$ cat config.mk
export PLATFORM = sky130hd
export DESIGN_NAME = pid_deadband_antiwindup
export DESIGN_NICKNAME = d
export VERILOG_FILES = /design/src/rtl/core/pidda_pkg.sv /design/src/rtl/core/pidda_front.sv /design/src/rtl/core/pidda_queue.sv /design/src/rtl/core/pidda_back.sv /design/src/rtl/core/pid_deadband_antiwindup.sv
export VERILOG_INCLUDE_DIRS = /design/src /design/src/rtl/core
export SDC_FILE = /design/constraint.sdc
export NUM_CORES = 2
export LEC_CHECK = 0
export BUFFER_PORTS_ARGS = -buffer_cell sky130_fd_sc_hd__buf_4
export CAP_MARGIN = 20
export CORE_MARGIN = 2
export CORE_UTILIZATION = 30
export CTS_CLUSTER_SIZE = 25
export DETAILED_ROUTE_END_ITERATION = 8
export MAX_ROUTING_LAYER = met4
export PLACE_DENSITY = 0.45
export SLEW_MARGIN = 40
export SYNTH_ARGS = -nofsm -noshare
export SYNTH_HDL_FRONTEND = slang
export SYNTH_SLANG_ARGS = --single-unit
$ cat constraint.sdc
create_clock -name i_clk -period 8.7 [get_ports i_clk]
set_input_delay 0.87 -clock i_clk [delete_from_list [all_inputs] [get_ports i_clk]]
set_output_delay 0.87 -clock i_clk [all_outputs]
set_load 0.02 [all_outputs]
$ cat src/rtl/core/assert_macros.svh
// ---------------------------------------------------------------------------
// assert_macros.svh
// Assertion shorthands shared by the PID controller RTL.
// ---------------------------------------------------------------------------
`ifndef ASSERT_MACROS_SVH
`define ASSERT_MACROS_SVH

// Property checked on every rising clock edge, off while reset is held.
`define ASSERT_ON_CLK(label, clk, rst_n, prop, msg) \
    label: assert property (@(posedge clk) disable iff (!rst_n) prop) \
        else $error(msg);

// Condition that must never be seen on a clock edge outside reset.
`define ASSERT_NEVER(label, clk, rst_n, cond, msg) \
    `ASSERT_ON_CLK(label, clk, rst_n, !(cond), msg)

`endif

$ cat src/rtl/core/pidda_pkg.sv
// ---------------------------------------------------------------------------
// pidda_pkg
// Shared types, widths and register indexes of the PID controller.
// ---------------------------------------------------------------------------
package pidda_pkg;

    localparam int ERR_W   = 17;   // setpoint - feedback, signed Q9.8
    localparam int ACC_W   = 32;   // integral accumulator
    localparam int PROD_W  = 48;   // 16 x 32 signed product
    localparam int SUM_W   = 41;   // sum of the three shifted products
    localparam int CIDX_W  = 3;
    localparam int CDATA_W = 32;

    localparam int QUEUE_DEPTH_DEF = 4;

    localparam logic [CIDX_W-1:0] CFG_GAIN_P         = 3'd0;
    localparam logic [CIDX_W-1:0] CFG_GAIN_I         = 3'd1;
    localparam logic [CIDX_W-1:0] CFG_GAIN_D         = 3'd2;
    localparam logic [CIDX_W-1:0] CFG_OUTPUT_LIMIT   = 3'd3;
    localparam logic [CIDX_W-1:0] CFG_INTEGRAL_LIMIT = 3'd4;
    localparam logic [CIDX_W-1:0] CFG_DEADBAND       = 3'd5;

    localparam logic [14:0] OUTPUT_LIMIT_RST   = 15'h7FFF;
    localparam logic [30:0] INTEGRAL_LIMIT_RST = 31'h7FFF_FFFF;
    localparam logic [15:0] DEADBAND_RST       = 16'd51;   // about 0.2 in Q8.8

    typedef struct packed {
        logic signed [15:0] gain_p;
        logic signed [15:0] gain_i;
        logic signed [15:0] gain_d;
        logic        [14:0] output_limit;
        logic        [30:0] integral_limit;
        logic        [15:0] deadband;
    } t_cfg;

endpackage

$ cat src/rtl/core/pidda_front.sv
// ---------------------------------------------------------------------------
// pidda_front
// Input side: forms the error of each beat, applies the deadband and pushes
// the result into the queue.
// ---------------------------------------------------------------------------
module pidda_front (
    input  logic                                i_valid,
    input  logic signed [15:0]                  i_setpoint,
    input  logic signed [15:0]                  i_feedback,
    input  logic        [15:0]                  i_deadband,
    input  logic                                i_full,
    output logic                                o_stall,
    output logic                                o_push,
    output logic signed [pidda_pkg::ERR_W-1:0]  o_error
);

    logic signed [pidda_pkg::ERR_W-1:0] w_err;
    logic        [pidda_pkg::ERR_W-1:0] w_mag;

    assign w_err = {i_setpoint[15], i_setpoint} - {i_feedback[15], i_feedback};
    // |e| never exceeds 65535, so 17 unsigned bits hold it
    assign w_mag = w_err[pidda_pkg::ERR_W-1] ? -w_err : w_err;

    always_comb begin
        if (w_mag < {1'b0, i_deadband}) begin
            o_error = '0;
        end else begin
            o_error = w_err;
        end
    end

    assign o_stall = i_full;
    assign o_push  = i_valid && !i_full;

endmodule

$ cat src/rtl/core/pidda_queue.sv
// ---------------------------------------------------------------------------
// pidda_queue
// Small FIFO of deadbanded errors between the front and back ends.
// ---------------------------------------------------------------------------
`include "assert_macros.svh"

module pidda_queue #(
    parameter int DEPTH = pidda_pkg::QUEUE_DEPTH_DEF
) (
    input  logic                                i_clk,
    input  logic                                i_rst_n,
    input  logic                                i_push,
    input  logic signed [pidda_pkg::ERR_W-1:0]  i_data,
    input  logic                                i_pop,
    output logic signed [pidda_pkg::ERR_W-1:0]  o_data,
    output logic                                o_empty,
    output logic                                o_full
);

    localparam int PTR_W = $clog2(DEPTH);
    localparam int CNT_W = $clog2(DEPTH + 1);

    logic signed [pidda_pkg::ERR_W-1:0] r_mem [DEPTH];
    logic [PTR_W-1:0] r_wr_ptr;
    logic [PTR_W-1:0] r_rd_ptr;
    logic [CNT_W-1:0] r_count;

    assign o_data  = r_mem[r_rd_ptr];
    assign o_empty = (r_count == '0);
    assign o_full  = (r_count == CNT_W'(DEPTH));

    always_ff @(posedge i_clk) begin
        if (i_push) begin
            r_mem[r_wr_ptr] <= i_data;
        end
    end

    always_ff @(posedge i_clk) begin
        if (!i_rst_n) begin
            r_wr_ptr <= '0;
            r_rd_ptr <= '0;
            r_count  <= '0;
        end else begin
            if (i_push) begin
                r_wr_ptr <= (r_wr_ptr == PTR_W'(DEPTH - 1)) ? '0 : r_wr_ptr + 1'b1;
            end
            if (i_pop) begin
                r_rd_ptr <= (r_rd_ptr == PTR_W'(DEPTH - 1)) ? '0 : r_rd_ptr + 1'b1;
            end
            if (i_push && !i_pop) begin
                r_count <= r_count + 1'b1;
            end else if (i_pop && !i_push) begin
                r_count <= r_count - 1'b1;
            end
        end
    end

    `ASSERT_NEVER(a_q_overfill, i_clk, i_rst_n, r_count > CNT_W'(DEPTH), "queue count past depth")
    `ASSERT_NEVER(a_q_underrun, i_clk, i_rst_n, i_pop && o_empty, "pop from empty queue")
    `ASSERT_ON_CLK(a_q_grow, i_clk, i_rst_n, i_push && !i_pop |=> r_count == $past(r_count) + 1'b1, "queue count did not grow on push")

endmodule

$ cat src/rtl/core/pidda_back.sv
// ---------------------------------------------------------------------------
// pidda_back
// Execution side: integral update, three products on one shared multiplier,
// sum, output clamp and the output register.
// ---------------------------------------------------------------------------
`include "assert_macros.svh"

module pidda_back (
    input  logic                                i_clk,
    input  logic                                i_rst_n,
    input  pidda_pkg::t_cfg                     i_cfg,
    input  logic                                i_empty,
    input  logic signed [pidda_pkg::ERR_W-1:0]  i_error,
    output logic                                o_pop,
    output logic                                o_out_valid,
    input  logic                                i_out_stall,
    output logic signed [15:0]                  o_drive
);

    localparam int ERR_W  = pidda_pkg::ERR_W;
    localparam int ACC_W  = pidda_pkg::ACC_W;
    localparam int PROD_W = pidda_pkg::PROD_W;
    localparam int SUM_W  = pidda_pkg::SUM_W;
    localparam int SHR_W  = PROD_W - 8;

    typedef enum logic [1:0] {
        S_IDLE,
        S_MI,
        S_MD,
        S_FIN
    } t_state;

    t_state r_state;

    logic signed [ACC_W-1:0]  r_acc;
    logic signed [ERR_W-1:0]  r_prev;
    logic signed [ERR_W:0]    r_diff;
    logic signed [PROD_W-1:0] r_prod;
    logic signed [SUM_W-1:0]  r_sum;
    logic                     r_out_valid;
    logic signed [15:0]       r_drive;

    logic signed [ACC_W:0]    w_acc_sum;
    logic signed [ACC_W:0]    w_ilim;
    logic signed [ACC_W-1:0]  n_acc;
    logic signed [15:0]       w_mul_a;
    logic signed [ACC_W-1:0]  w_mul_b;
    logic signed [PROD_W-1:0] w_prod;
    logic signed [SUM_W-1:0]  w_prod_shr;
    logic signed [SUM_W-1:0]  w_fin;
    logic signed [SUM_W-1:0]  w_olim;
    logic signed [15:0]       n_drive;
    logic                     w_load;

    // integral update with symmetric clamp
    assign w_acc_sum = {r_acc[ACC_W-1], r_acc}
                     + {{(ACC_W + 1 - ERR_W){i_error[ERR_W-1]}}, i_error};
    assign w_ilim    = {2'b00, i_cfg.integral_limit};

    always_comb begin
        if (w_acc_sum > w_ilim) begin
            n_acc = w_ilim[ACC_W-1:0];
        end else if (w_acc_sum < -w_ilim) begin
            n_acc = ACC_W'(-w_ilim);
        end else begin
            n_acc = w_acc_sum[ACC_W-1:0];
        end
    end

    // shared multiplier: P on pop, then I in S_MI and D in S_MD
    always_comb begin
        unique case (r_state)
            S_IDLE: begin
                w_mul_a = i_cfg.gain_p;
                w_mul_b = {{(ACC_W - ERR_W){i_error[ERR_W-1]}}, i_error};
            end
            S_MI: begin
                w_mul_a = i_cfg.gain_i;
                w_mul_b = r_acc;
            end
            default: begin
                w_mul_a = i_cfg.gain_d;
                w_mul_b = {{(ACC_W - ERR_W - 1){r_diff[ERR_W]}}, r_diff};
            end
        endcase
    end

    assign w_prod = w_mul_a * w_mul_b;

    // floor shift by 8 of the registered product
    assign w_prod_shr = {{(SUM_W - SHR_W){r_prod[PROD_W-1]}}, r_prod[PROD_W-1:8]};
    assign w_fin      = r_sum + w_prod_shr;
    assign w_olim     = {{(SUM_W - 15){1'b0}}, i_cfg.output_limit};

    always_comb begin
        if (w_fin > w_olim) begin
            n_drive = w_olim[15:0];
        end else if (w_fin < -w_olim) begin
            n_drive = 16'(-w_olim);
        end else begin
            n_drive = w_fin[15:0];
        end
    end

    assign o_pop  = (r_state == S_IDLE) && !i_empty;
    assign w_load = (r_state == S_FIN) && (!r_out_valid || !i_out_stall);

    always_ff @(posedge i_clk) begin
        if (!i_rst_n) begin
            r_state     <= S_IDLE;
            r_acc       <= '0;
            r_prev      <= '0;
            r_out_valid <= 1'b0;
        end else begin
            unique case (r_state)
                S_IDLE: begin
                    if (o_pop) begin
                        r_acc   <= n_acc;
                        r_prev  <= i_error;
                        r_diff  <= {i_error[ERR_W-1], i_error} - {r_prev[ERR_W-1], r_prev};
                        r_prod  <= w_prod;
                        r_state <= S_MI;
                    end
                end
                S_MI: begin
                    r_sum   <= w_prod_shr;
                    r_prod  <= w_prod;
                    r_state <= S_MD;
                end
                S_MD: begin
                    r_sum   <= w_fin;
                    r_prod  <= w_prod;
                    r_state <= S_FIN;
                end
                S_FIN: begin
                    if (w_load) begin
                        r_state <= S_IDLE;
                    end
                end
                default: begin
                    r_state <= S_IDLE;
                end
            endcase

            if (w_load) begin
                r_out_valid <= 1'b1;
                r_drive     <= n_drive;
            end else if (!i_out_stall) begin
                r_out_valid <= 1'b0;
            end
        end
    end

    assign o_out_valid = r_out_valid;
    assign o_drive     = r_drive;

    `ASSERT_ON_CLK(a_bk_pop_start, i_clk, i_rst_n, o_pop |=> r_state == S_MI, "pop did not start products")
    `ASSERT_ON_CLK(a_bk_load_src, i_clk, i_rst_n, $rose(r_out_valid) |-> $past(r_state == S_FIN), "output loaded outside final step")
    `ASSERT_ON_CLK(a_bk_fin_hold, i_clk, i_rst_n, (r_state == S_FIN) && !w_load |=> r_state == S_FIN, "result dropped while output busy")

endmodule

$ cat src/rtl/core/pid_deadband_antiwindup.sv
// ---------------------------------------------------------------------------
// pid_deadband_antiwindup
// Positional PID controller step, signed Q8.8, with error deadband and
// integral anti-windup.
// ---------------------------------------------------------------------------
// Each input beat carries a setpoint and a feedback value. The error
// e = setpoint - feedback is zeroed when |e| is below the deadband, added to
// the integral (clamped to +/- integral_limit), and the output
// (Kp*e)>>>8 + (Ki*integral)>>>8 + (Kd*(e - last e))>>>8 is clamped to
// +/- output_limit and sent out as one drive beat per input beat, in order.
// The front end takes an input beat every cycle as long as the error queue
// (QUEUE_DEPTH entries) has room; the back end works on one beat at a time,
// its single 16x32 multiplier stepping through the P, I and D products in
// turn before the result goes to the output register, which lets the back
// end keep working while a finished drive beat waits on i_out_stall.
// Configuration registers (index: 0 gain_p, 1 gain_i, 2 gain_d,
// 3 output_limit, 4 integral_limit, 5 deadband) are written on the cfg
// channel, which is always ready; write them only while the block is idle.
// Unused upper data bits and writes to other indexes are ignored.
// ---------------------------------------------------------------------------
module pid_deadband_antiwindup #(
    parameter int QUEUE_DEPTH = pidda_pkg::QUEUE_DEPTH_DEF
) (
    input  logic                              i_clk,
    input  logic                              i_rst_n,
    // input beats
    input  logic                              i_in_valid,
    output logic                              o_in_stall,
    input  logic signed [15:0]                i_setpoint,
    input  logic signed [15:0]                i_feedback,
    // output beats
    output logic                              o_out_valid,
    input  logic                              i_out_stall,
    output logic signed [15:0]                o_drive,
    // configuration writes
    input  logic                              i_cfg_valid,
    output logic                              o_cfg_ready,
    input  logic [pidda_pkg::CIDX_W-1:0]      i_cfg_index,
    input  logic [pidda_pkg::CDATA_W-1:0]     i_cfg_data
);

    pidda_pkg::t_cfg r_cfg;

    logic                                 w_push;
    logic signed [pidda_pkg::ERR_W-1:0]   w_push_err;
    logic                                 w_pop;
    logic signed [pidda_pkg::ERR_W-1:0]   w_head_err;
    logic                                 w_empty;
    logic                                 w_full;

    // register file: always ready, one write per beat
    assign o_cfg_ready = 1'b1;

    always_ff @(posedge i_clk) begin
        if (!i_rst_n) begin
            r_cfg.gain_p         <= '0;
            r_cfg.gain_i         <= '0;
            r_cfg.gain_d         <= '0;
            r_cfg.output_limit   <= pidda_pkg::OUTPUT_LIMIT_RST;
            r_cfg.integral_limit <= pidda_pkg::INTEGRAL_LIMIT_RST;
            r_cfg.deadband       <= pidda_pkg::DEADBAND_RST;
        end else if (i_cfg_valid && o_cfg_ready) begin
            unique case (i_cfg_index)
                pidda_pkg::CFG_GAIN_P:         r_cfg.gain_p         <= i_cfg_data[15:0];
                pidda_pkg::CFG_GAIN_I:         r_cfg.gain_i         <= i_cfg_data[15:0];
                pidda_pkg::CFG_GAIN_D:         r_cfg.gain_d         <= i_cfg_data[15:0];
                pidda_pkg::CFG_OUTPUT_LIMIT:   r_cfg.output_limit   <= i_cfg_data[14:0];
                pidda_pkg::CFG_INTEGRAL_LIMIT: r_cfg.integral_limit <= i_cfg_data[30:0];
                pidda_pkg::CFG_DEADBAND:       r_cfg.deadband       <= i_cfg_data[15:0];
                default: begin
                    // unknown index: no register changes
                end
            endcase
        end
    end

    // front end: error and deadband, straight into the queue
    pidda_front u_front (
        .i_valid    (i_in_valid),
        .i_setpoint (i_setpoint),
        .i_feedback (i_feedback),
        .i_deadband (r_cfg.deadband),
        .i_full     (w_full),
        .o_stall    (o_in_stall),
        .o_push     (w_push),
        .o_error    (w_push_err)
    );

    pidda_queue #(
        .DEPTH (QUEUE_DEPTH)
    ) u_queue (
        .i_clk   (i_clk),
        .i_rst_n (i_rst_n),
        .i_push  (w_push),
        .i_data  (w_push_err),
        .i_pop   (w_pop),
        .o_data  (w_head_err),
        .o_empty (w_empty),
        .o_full  (w_full)
    );

    // back end: integral, products, clamp, output register
    pidda_back u_back (
        .i_clk       (i_clk),
        .i_rst_n     (i_rst_n),
        .i_cfg       (r_cfg),
        .i_empty     (w_empty),
        .i_error     (w_head_err),
        .o_pop       (w_pop),
        .o_out_valid (o_out_valid),
        .i_out_stall (i_out_stall),
        .o_drive     (o_drive)
    );

endmodule
# Word level (Yosys, flattened, before mapping)

Memory sizes are Yosys's and may differ from the RTL's. A register that Yosys moved wholly into a read port is not among the register bits.
Cells that the tools add are included.
Widths: inputs -> output; s select.

Register bits: 292
Bits in latches: 0
RAM bits: 68
ROM bits: 0
Input port bits: 72
Output and inout port bits: 19
Word-level logic and storage cells: 105
Memories: 1

Memory list:

| name          | words | bits a word | read ports | clocked after Yosys merged registers in | wr ports | line              | text |
|---|---|---|---|---|---|---|---|
| u_queue.r_mem | 4     | 17          | 1          | 1                                       | 1        | pidda_queue.sv:23 | `logic signed [pidda_pkg::ERR_W-1:0] r_mem [DEPTH];` |

Add/sub/neg operators: 11
Multiply operators: 1
Divide/modulo/power cells: 0
Order comparisons: 5
Equality and inequality tests: 14
Shift operators: 0
Multiplexer cells: 24
Bitwise gates (word level): 0
Reduce and logical (&&, ||, !) cells: 31

Operators by type and width:

| kind             | number |
|---|---|
| $pmux 48 s2      | 1 |
| $pmux 41 s2      | 1 |
| $mux 32          | 2 |
| $pmux 32 s2      | 1 |
| $mul 16x32->48   | 1 |
| $mux 48          | 1 |
| $add 41x40->41   | 1 |
| $gt 41x16->1     | 1 |
| $lt 41x41->1     | 1 |
| $neg 15->41      | 1 |
| $mux 17          | 2 |
| $add 32x17->33   | 1 |
| $gt 33x32->1     | 1 |
| $lt 33x33->1     | 1 |
| $neg 31->33      | 1 |
| $pmux 16 s2      | 1 |
| $reduce_and 2->1 | 10 |
| $sub 17x17->18   | 1 |
| $lt 17x16->1     | 1 |
| $neg 17->17      | 1 |
| $sub 16x16->17   | 1 |
| $mux 16          | 1 |
| $mux 15          | 1 |
| $mux 2           | 6 |
| other kinds (21) | 46 |

# Depth between registers and ports, before layout

Depth after elaboration: 7
Mapped depth: 32
Gate-level depth less buffers: 30

# Hierarchy

A second synthesis with hierarchy kept.

Cells, all modules: 4644
Area, all modules: 42348.1 µm²

Modules (own cells, without submodules):

| module                  | instances | cells each | area each (µm²) | seq. area each (µm²) |
|---|---|---|---|---|
| pidda_back              | 1         | 3820       | 33158.1         | 4494.3 |
| pid_deadband_antiwindup | 1         | 417        | 4345.4          | 2202.1 |
| pidda_queue             | 1         | 133        | 2950.3          | 2222.1 |
| pidda_front             | 1         | 274        | 1894.3          | 0.0 |

# Worst setup path after synthesis

No wires, ideal clock.

Path kind: register to register
Start point: register with a tool-made name
End point: register u_back.r_prod[32], data pin
Data arrival time: 8.080 ns
Required time: 8.442 ns
Setup slack: 0.362 ns
Cell stages (with the launch flop): 28
Buffers on the path: 2
Period minus slack after synthesis: 8.338 ns
Path through: dfxtp_1 > buf_1 > clkbuf_1 > mux4_2 > and2_1 > a221oi_1 > nor2_1 > fa_1 > inv_1 > fa_1 > fa_1 > inv_1 > ha_1 > fa_1 > inv_1 > fa_1 > inv_1 > ha_1 > nand3_1 > or4_1 > nor4_1 > o311ai_0 > a21boi_0 > o21bai_1 > a21o_1 > o21ai_0 > a21oi_1 > xnor2_1

RTL lines:

| what                 | line              | text |
|---|---|---|
| end signal, assigned | pidda_back.sv:121 | `r_prod <= w_prod;` |
| end signal, assigned | pidda_back.sv:127 | `r_prod <= w_prod;` |
| end signal, assigned | pidda_back.sv:132 | `r_prod <= w_prod;` |
| end, declared        | pidda_back.sv:38  | `logic signed [PROD_W-1:0] r_prod;` |

==> flow_summary_export.csv <==
group,metric,value,unit
yosys,synth_top_area_frac,0.2322,
drt,dr.first_iter.drc_count,2022,
cts,h-tree-depth,2,
timing,fin_crit,8.146,ns
timing,slew_headroom,0.4617,
run,cap_violations,0,
cts,cts_tree,"yes",
timing,tightest_slew,0.8019,ns
timing,max_freq,0.1228,GHz
yosys,synthTopCellsByCount,"743 x inv_1, 680 x nand2_1, 490 x fa_1, 391 x nor2_1, 364 x ha_1",
die,start_util,0.3024,
yosys,async_reset_ff_frac,0,
setup_path,crit_type,"register to register",
yosys,synth_flop_cell,"edfxtp_1",
setup_path,max_stage_delay,0.65,ns
worst_hold_path,hold_path.class,"input pin to register",
yosys,synth.most_common_cell,"inv_1",
timing,setup_violations,0,
drt,num_vias,33450,
cts,cts.hold.buffers_added,0,
placement,dpl.hpwl,110600,um
setup_path,worstPathArrival,8.49,ns
timing,rsz0062_at_grt,"no",
global_routing,grt_pass1_vias,34330,
die,die-area,0.1438,sq mm
yosys,ys_types,94,
drt,viasPerCell,4.889,
finish,layout.area.seq,0.008919,sq mm
global_routing,grtUsageTotal,0.1948,
global_routing,grt_start_max_net_pins,85,
setup_path,crit_path_end_kind,"register",
cts,path_clk_slew,0.06,ns
yosys,avgSynthCellArea,8.836,sq um
yosys,synth_area_leader_cell,"fa_1",
worst_hold_path,worstHoldStart,"i_cfg_data[30]",
cts,cts_buffers,46,
power_and_ir_drop,max-vdd-ir-drop,266.2,uV
power_and_ir_drop,p_leak,21.41,nW
global_routing,grt_first_pass_wirelength,208400,um
die,dieHeight,379.2,um
drt,drtPass1Iterations,5,
power_and_ir_drop,power_density,388.9,mW/mm^2
setup_path,cp_max_fo,21,
setup_path,cp.required,9.04,ns
yosys,synth-seq-area-share,0.2111,
finish,fill_cells,14520,
yosys,syn_inst,4781,
die,core_area,0.1397,sq mm
drt,drc,0,
drt,routed_wl,134700,um
cts,cts_root_buf,"clkbuf_16",
die,rows,137,
timing,skew,0.04970,ns
timing,final.setup.tns,0,ns
setup_path,critPathMostFrequentCell,"fa_1",
timing,finalHoldViolations,0,
cts,clk_path_buf_depth,3,
cts,cts.sinks,354,
global_routing,antenna_found_initial,1,
cts,clkLatencyLatePin,0.64,ns
finish,area_growth,13.60,%
setup_path,critPathSlowestCell,"mux4_2",
setup_path,start_kind,"register",
placement,gp_congestion,0.8925,
finish,multi_input_comb_area,0.02992,sq mm
timing,fin_hold_ws,0.4600,ns
yosys,ys_seq_elements,354,
finish,drive_gt1_frac,0.1035,
drt,wl_per_cell,19.68,um
yosys,synthTopCellsByArea,"fa_1 23%, edfxtp_1 13%, ha_1 11%, dfxtp_1 8.1%, inv_1 6.6%",
yosys,synth_edf_count,183,
drt,final_antenna_net_count,0,
timing,drv_slew,0,
die,dieWidth,379.2,um
global_routing,grt_overflow,0,
setup_path,cp_num_buf_inv,9,
yosys,synth.cell_area,0.04224,sq mm
yosys,synth.net_count,5707,
run_status,outcome,"finished clean",
yosys,yosysWarnings,0,
finish,nets,5855,
die,io_pins,91,
timing,fin_crit_sh,0.9363,
placement,io_buffer_count,88,
setup_path,crit_family,"adder cells",
layout by cell type, fill, tap and decap left out, types with 51 or more instances in the layout:
master and instances:
o211ai_1 87, ha_1 361, a21o_1 102, o21ai_0 121, inv_1 743, dfxtp_1 171, nor2_1 387, nor3_1 55
a21boi_0 95, nor2b_1 51, buf_4 271, xnor2_1 134, fa_1 490, nand3_1 74, nand2_1 677, a21oi_1 191
edfxtp_1 183
sequential cells by signal, indices dropped and copies added, names as in the netlist, named ones only:
name / cells
u_queue.r_rd_ptr: 2
u_back.o_out_valid: 1
u_back.r_prev: 17
u_queue.r_wr_ptr: 2
u_queue.r_count: 3
u_back.r_diff: 18
u_back.r_acc: 32
u_back.r_prod: 40
u_back.r_sum: 41
u_queue.r_mem: 68
u_back.o_drive: 16
u_back.r_state: 2
r_cfg: 110
metrics by stage:
stage	area (sq um)	setup slack [ns]	util	total power (W)	std cells
after floorplan	42240	0.3617	-	0.01179	4781
after global placement	46370	0.4363	0.3319	0.01659	6757
after detailed placement	46430	0.4597	0.3323	0.01669	6757
after CTS	47960	0.3842	0.3433	0.01879	6841
after global routing	47990	0.007784	0.3435	0.02033	6841
final	47990	0.5541	0.3435	0.01866	6842
cells by family (layout without fill, tap and decap cells):
| logic type | after synthesis | in the layout | synth area share |
|---|---|---|---|
| AND/OR/NAND/NOR | 1467 | 1467 | 0.1534 |
| adder cells (fa/ha/maj) | 854 | 854 | 0.3400 |
| AO/OA/AOI/OAI | 893 | 893 | 0.1461 |
| XOR/XNOR | 175 | 175 | 0.03628 |
| multiplexers | 97 | 97 | 0.02888 |
| other | 1 | 2 | 0.00008877 |
| flip-flops | 354 | 354 | 0.2111 |
| buffers and inverters | 940 | 1124 | 0.08418 |
metal layers:
layer  GRT usage  up-vias  routed length (um)
met5           -        -                   0
met4     0.05121        0                3624
met3     0.01726      147                4684
met2      0.3223      615               63840
met1      0.2556    16500               62520
li1            -    16190                   -
power breakdown:
group / internal, W / switching [W]
combinational: 0.00521 / 0.00872
clock: 0.00119 / 0.000799
sequential: 0.00248 / 0.000271
total: 0.00887 / 0.00979
layout make-up:
type                            count  share of cell area
Antenna cell                        1          0.00005214
Clock inverter                     25            0.006179
Sequential cell                   354              0.1858
Multi-Input combinational cell   3487              0.6235
Inverter                          747             0.05843
Tap cell                         1876             0.04891
Clock buffer                       59             0.02586
Timing Repair Buffer              293             0.05121
worst reg2reg max path, delay by kind of cell, from the launching register on:
kind            cells  cell delay (ns)
simple gates        5             1.12
mux                 1             0.67
buf+inv             9             1.18
compound gates      7             1.42
fa+ha+maj           7             2.99
xor+xnor            1             0.15
flops               1             0.35
worst paths after layout:
kind,to,depth (start not counted),slack (ns)
worst min register to register,u_back.r_prev[9],2,0.46
worst min-delay path,r_cfg[46],3,0.46
worst max register to register,u_back.r_prod[30],30,0.55
worst max-delay path,u_back.r_prod[30],30,0.55
timing repair:
item,CTS,global route
setup buffers,0,0
endpoints found under the hold margin,0,0
gates resized for setup,0,3
endpoints found under the setup margin,0,6
Note: power is estimated with default switching activity, not from simulation.
